`config.mk`:
```
export PLATFORM = sky130hd
export DESIGN_NAME = tks_cell
export DESIGN_NICKNAME = d
export VERILOG_FILES = /design/src/rtl/core/tks_pkg.sv /design/src/rtl/core/tks_cell.sv
export SDC_FILE = /design/constraint.sdc
export NUM_CORES = 1
export LEC_CHECK = 0
export BUFFER_PORTS_ARGS = -buffer_cell sky130_fd_sc_hd__buf_2
export CELL_PAD_IN_SITES_DETAIL_PLACEMENT = 0
export CELL_PAD_IN_SITES_GLOBAL_PLACEMENT = 1
export CORE_MARGIN = 5
export CORE_UTILIZATION = 29
export CTS_CLUSTER_SIZE = 24
export DETAILED_ROUTE_END_ITERATION = 12
export HOLD_SLACK_MARGIN = 0.03
export PLACE_DENSITY = 0.82
export SYNTH_ARGS = -nofsm -noshare
export SYNTH_HDL_FRONTEND = slang
export SYNTH_SLANG_ARGS = --single-unit
export TNS_END_PERCENT = 20
```
`constraint.sdc`:
```
create_clock -name aclk -period 3.47 [get_ports aclk]
set_clock_uncertainty 0.1 [all_clocks]
set_input_delay 0.5205 -clock aclk [delete_from_list [all_inputs] [get_ports aclk]]
set_output_delay 0.5205 -clock aclk [all_outputs]
set_load 0.03 [all_outputs]
```
`src/rtl/core/tks_pkg.sv`:
```
// Shared types, codes and defaults for the top-k smallest selector.
// No dependencies; every other file of the selector but assert_macros.svh uses it.
package tks_pkg;

    // Default sizes of the design.
    localparam int MAX_KEEP_DEF   = 64;
    localparam int VALUE_BITS_DEF = 30;

    // Keep count register.
    localparam int         KEEP_BITS  = 7;
    localparam logic [6:0] KEEP_RESET = 7'd64;

    // Configuration port layout: one 32-bit register per word.
    localparam int         ADDR_BITS      = 3;
    localparam logic [0:0] REG_KEEP_COUNT = 1'b0;

    // Input commands.
    localparam logic CMD_OFFER = 1'b0;
    localparam logic CMD_DRAIN = 1'b1;

    // Operation broadcast to every cell of the chain.
    typedef struct packed {
        logic ins;    // insert the offered value in sorted position
        logic grow;   // insertion adds an entry rather than replacing the largest
        logic shift;  // move every entry one cell towards the head
    } tks_ctrl_t;

endpackage

```
`src/rtl/core/tks_cell.sv`:
```
// One cell of the sorted chain: holds a single kept value and its valid flag.
// Depends on tks_pkg for the control struct.
module tks_cell #(
    parameter int VALUE_BITS = tks_pkg::VALUE_BITS_DEF
) (
    input  logic                  aclk,
    input  logic                  aresetn,
    input  tks_pkg::tks_ctrl_t    ctrl,
    input  logic [VALUE_BITS-1:0] ins_value,
    input  logic [VALUE_BITS-1:0] left_val,
    input  logic                  left_valid,
    input  logic                  left_lt,
    input  logic [VALUE_BITS-1:0] right_val,
    input  logic                  right_valid,
    output logic [VALUE_BITS-1:0] val,
    output logic                  valid,
    output logic                  lt
);

    logic [VALUE_BITS-1:0] val_reg;
    logic [VALUE_BITS-1:0] val_next;
    logic                  valid_reg;
    logic                  valid_next;

    // The offered value belongs in front of this entry.
    assign lt    = valid_reg && (ins_value < val_reg);
    assign val   = val_reg;
    assign valid = valid_reg;

    // Insertion pushes larger entries one cell to the right; a drain shifts left.
    always_comb begin
        val_next   = val_reg;
        valid_next = valid_reg;
        if (ctrl.shift) begin
            val_next   = right_val;
            valid_next = right_valid;
        end else if (ctrl.ins) begin
            if (left_lt) begin
                val_next = left_val;
            end else if (lt || !valid_reg) begin
                val_next = ins_value;
            end
            if (ctrl.grow) begin
                valid_next = valid_reg | left_valid;
            end
        end
    end

    // The valid flag is control state; the value needs no reset.
    always_ff @(posedge aclk) begin
        if (!aresetn) begin
            valid_reg <= 1'b0;
        end else begin
            valid_reg <= valid_next;
        end
    end

    always_ff @(posedge aclk) begin
        val_reg <= val_next;
    end

endmodule

```
# == Word level (Yosys, flattened, before mapping) ==
# Index checks and enable logic that the tools add are counted.
# W data, S select, Z words.
# totals
ff_bits,31
latchBits,0
ram_bits,0
romBits,0
elab_cells,19
mem_count,0
# classes
n_addsub,0
n_mul,0
n_div,0
n_lt_le_gt_ge,1
eq_ne,0
shift,0
mux,7
n_bitwise,1
reduce_logical,8
# op_table
op,count
$mux W30,4
$lt A30 B30 Y1,1
$reduce_and A2 Y1,2
$reduce_bool A2 Y1,2
$mux W1,3
$reduce_bool A3 Y1,1
$logic_and A1 B1 Y1,1
$logic_not A1 Y1,1
$logic_or A1 B1 Y1,1
$or A1 B1 Y1,1

# == Longest topological paths before layout ==
# depth
depth_word,7
mapped_depth,7
ltp_nobuf,7

# == Least setup slack after synthesis ==
# No wires, ideal clock.
# synth_timing
kind,register -> register
from,"reg val_reg[11], in the netlist val[11]"
to,"reg val_reg[0], in the netlist val[0], enable pin"
arrival_time_ps,2914
required_ps,2949
path_slack_ps,35
path_stages_with_launch,8
path_cell_list,edfxtp_1 inv_1 ha_1 a21o_1 a21o_1 a211oi_2 o22ai_2 o21ai_1
# synth_via
elab_chain_cells,5
# synth_lines
item,line,text
start: declaration,tks_cell.sv:20,logic [VALUE_BITS-1:0] val_reg;
start signal: assignment,tks_cell.sv:59,val_reg <= val_next;
$lt A30 B30 Y1,tks_cell.sv:26,assign lt = valid_reg && (ins_value < val_reg);
$logic_and A1 B1 Y1,tks_cell.sv:26,
$logic_or A1 B1 Y1,tks_cell.sv:40,end else if (lt || !valid_reg) begin
$reduce_bool A3 Y1 (no source line),n/a,
$reduce_and A2 Y1 (no source line),n/a,
# No other way between the ends.
# A chain may end at the register's enable or synchronous reset.

# == Worst setup path in the final report ==
# layout_timing
from,"reg val_reg[28], in the netlist val[28]"
to,out lt
# layout_via
elab_chain_cells,2
# layout_lines
item,line,text
$lt A30 B30 Y1,tks_cell.sv:26,
$logic_and A1 B1 Y1,tks_cell.sv:26,
end: declaration,tks_cell.sv:17,output logic lt
# No other way between the ends.

==> results.json <==
{
  "gp_routability_congestion": 0.8063,
  "r2r_cells": 8,
  "synth_edf_count": 30,
  "maxCapViolCount": 0,
  "cts_resized": 0,
  "rsz0062_at_grt": "false",
  "clockBufferDepth": 2,
  "mappedNetlistArea_um2": 2332,
  "routed_wl_um": 6842,
  "drtIter0Drc": 91,
  "die_area_um2": 9936,
  "reg2reg_slack_ns": 0.92,
  "tritoncts": "done",
  "syn-instance-count": 247,
  "antenna_found_initial": 0,
  "num_io_pins": 130,
  "synthFlopType": "edfxtp_1",
  "num_vias": 2186,
  "max-slew-margin-rel": 0.7262,
  "top_layer": "met4",
  "hold_buffers": 0,
  "ant_nets": 0,
  "criticalPathCategory": "flop to output pin",
  "p_per_area_nw_per_um2": 368.0,
  "clk_latency_ns": 0.27,
  "wl_met1_um": 2692,
  "p_leak_nw": 1.670,
  "coreArea_um2": 7767,
  "tightestPinTransition_ns": 0.4107,
  "clockRootBuffer": "clkbuf_8",
  "whs_path_depth": 3,
  "area_growth_pct": 36.43,
  "cp-start-kind": "flop",
  "synth.distinct_cells": 27,
  "die_height_um": 99.68,
  "final_nets": 503,
  "cts_setup_buffers": 0,
  "critPathMaxFanout": 3,
  "grt_max_degree": 43,
  "min_from": "aresetn",
  "grtUsageTotal": 0.1351,
  "first_global_vias": 2351,
  "num_rows": 32,
  "hold_viol_final": 0,
  "period_needed_ns": 2.818,
  "ys_async_sr_fraction": 0,
  "port_buffers": 129,
  "cts.sink_count": 31,
  "slew_viol_final": 0,
  "wl_met2_um": 3521,
  "die_w_um": 99.68,
  "drive_above_1_share": 0.3846,
  "arrival_ns": 2.20,
  "ys_seq_area_frac": 0.3948,
  "timing.final.crit_share": 0.8121,
  "max_freq_mhz": 354.8,
  "n_antenna_cell": 0,
  "nFillCells": 834,
  "reg2reg_to": "val[25]",
  "wl_per_cell_um": 14.28,
  "yosys_warnings": 0,
  "dr_wl_met3_um": 560,
  "setup_tns_ns": 0,
  "drc_errors": 0,
  "grt_first_pass_wirelength_um": 10660,
  "ys_seq_elements": 31,
  "start_util": 0.3003,
  "numCtsBuffers": 5,
  "clkTransAtPathRegs_ns": 0.06,
  "hold_end": "valid",
  "viasPerCell": 4.564,
  "end_kind": "output pin",
  "run_status": "finished, final reports clean",
  "avgSynthCellArea_um2": 9.442,
  "whs_ns": 0.3990,
  "vdd.ir_drop.worst_v": 0.0001410,
  "largest_reg_flops": 30,
  "syn_nets": 374,
  "gr-total-overflow": 0,
  "r2r_start": "val[28]",
  "htree_levels": 2,
  "required_ns": 2.85,
  "hpwl_um": 5784,
  "min_path_type": "input pin to flop",
  "setup_viol": 0,
  "dr.pass1.iters": 4
}
stage by stage:
stage	setup WS [ns]	area, um2	util	std cells	power [W]
after floorplan	0.03493	2332	-	247	0.0007569
after global placement	0.7109	3102	0.3993	471	0.0009033
after detailed placement	0.6305	3102	0.3993	471	0.0009146
after CTS	0.6416	3182	0.4096	479	0.001190
after global routing	0.4929	3182	0.4096	479	0.001253
final	0.6519	3182	0.4096	479	0.001171
synthesized netlist by cell type, types with 2 or more instances:
| cell type | n | area share |
|---|---|---|
| edfxtp_1 | 30 | 0.39 |
| ha_1 | 29 | 0.16 |
| nor2_1 | 6 | 0.0097 |
| clkbuf_1 | 8 | 0.013 |
| a21oi_1 | 13 | 0.028 |
| o21ai_1 | 32 | 0.069 |
| nand2_1 | 39 | 0.063 |
| nand3_1 | 4 | 0.0086 |
| mux2i_1 | 30 | 0.13 |
| buf_2 | 3 | 0.0064 |
| inv_1 | 30 | 0.048 |
| nand4_2 | 2 | 0.011 |
| o21ai_0 | 6 | 0.013 |
| a21o_1 | 2 | 0.0064 |
worst max path at each step:
stage / from / endpoint / slack (ns) / cells past startpoint
floorplan: val[11] / val[0] / 0.03 / 7
global placement: ins_value[28] / val[1] / 0.71 / 8
detailed placement: ins_value[17] / val[1] / 0.63 / 8
CTS: val[28] / lt / 0.64 / 8
global route: val[28] / lt / 0.49 / 8
finish: val[28] / lt / 0.65 / 8
per-layer routing:
metal	vias to the layer above	global-route usage
met4	0	0.03151
met1	969	0.1486
met2	78	0.2473
met3	7	0.04769
met5	-	0
li1	1132	-
area by class of cell:
type | instances | area [um2] | area share
Multi-Input combinational cell | 174 | 1261 | 0.3964
Sequential cell | 31 | 920.9 | 0.2894
Timing Repair Buffer | 133 | 675.6 | 0.2123
Tap cell | 102 | 127.6 | 0.04011
Inverter | 31 | 116.4 | 0.03657
Clock buffer | 8 | 80.08 | 0.02517
layout by cell type (no fill, tap or decap), drive strengths merged:
cell type	Yosys	routed
a211oi	1	1
a21o	2	2
a21oi	13	13
a221oi	1	1
a22oi	1	1
a31oi	1	1
and4	1	1
buf	3	133
clkbuf	8	8
dfxtp	1	1
edfxtp	30	30
ha	29	29
inv	31	31
mux2i	30	30
nand2	39	39
nand2b	1	1
nand3	4	4
nand4	3	3
nor2	6	6
nor3	1	1
nor3b	1	1
nor4	1	1
o21ai	38	38
o22ai	1	1
critical path, cell delays in order (launching register included):
cell	delay, ns
edfxtp_1	0.36
inv_1	0.06
ha_1	0.33
nand4_2	0.17
nor4_4	0.38
nand3_1	0.14
o22ai_2	0.21
nor2_1	0.09
buf_2	0.19
logic make-up (layout without fill, tap and decap cells):
logic type	after synthesis	count (layout)	share of synthesized area
compound gates	58	58	0.1363
simple gates	57	57	0.1153
buf+inv	42	172	0.06920
flops	31	31	0.3948
mux	30	30	0.1288
fa+ha+maj	29	29	0.1556
power by group:
| part | internal [W] | switching (W) |
|---|---|---|
| clock network | 0.000142 | 0.000129 |
| registers | 0.000465 | 0.0000215 |
| logic | 0.000157 | 0.000256 |
No activity file was read; power rests on OpenSTA's default activity.
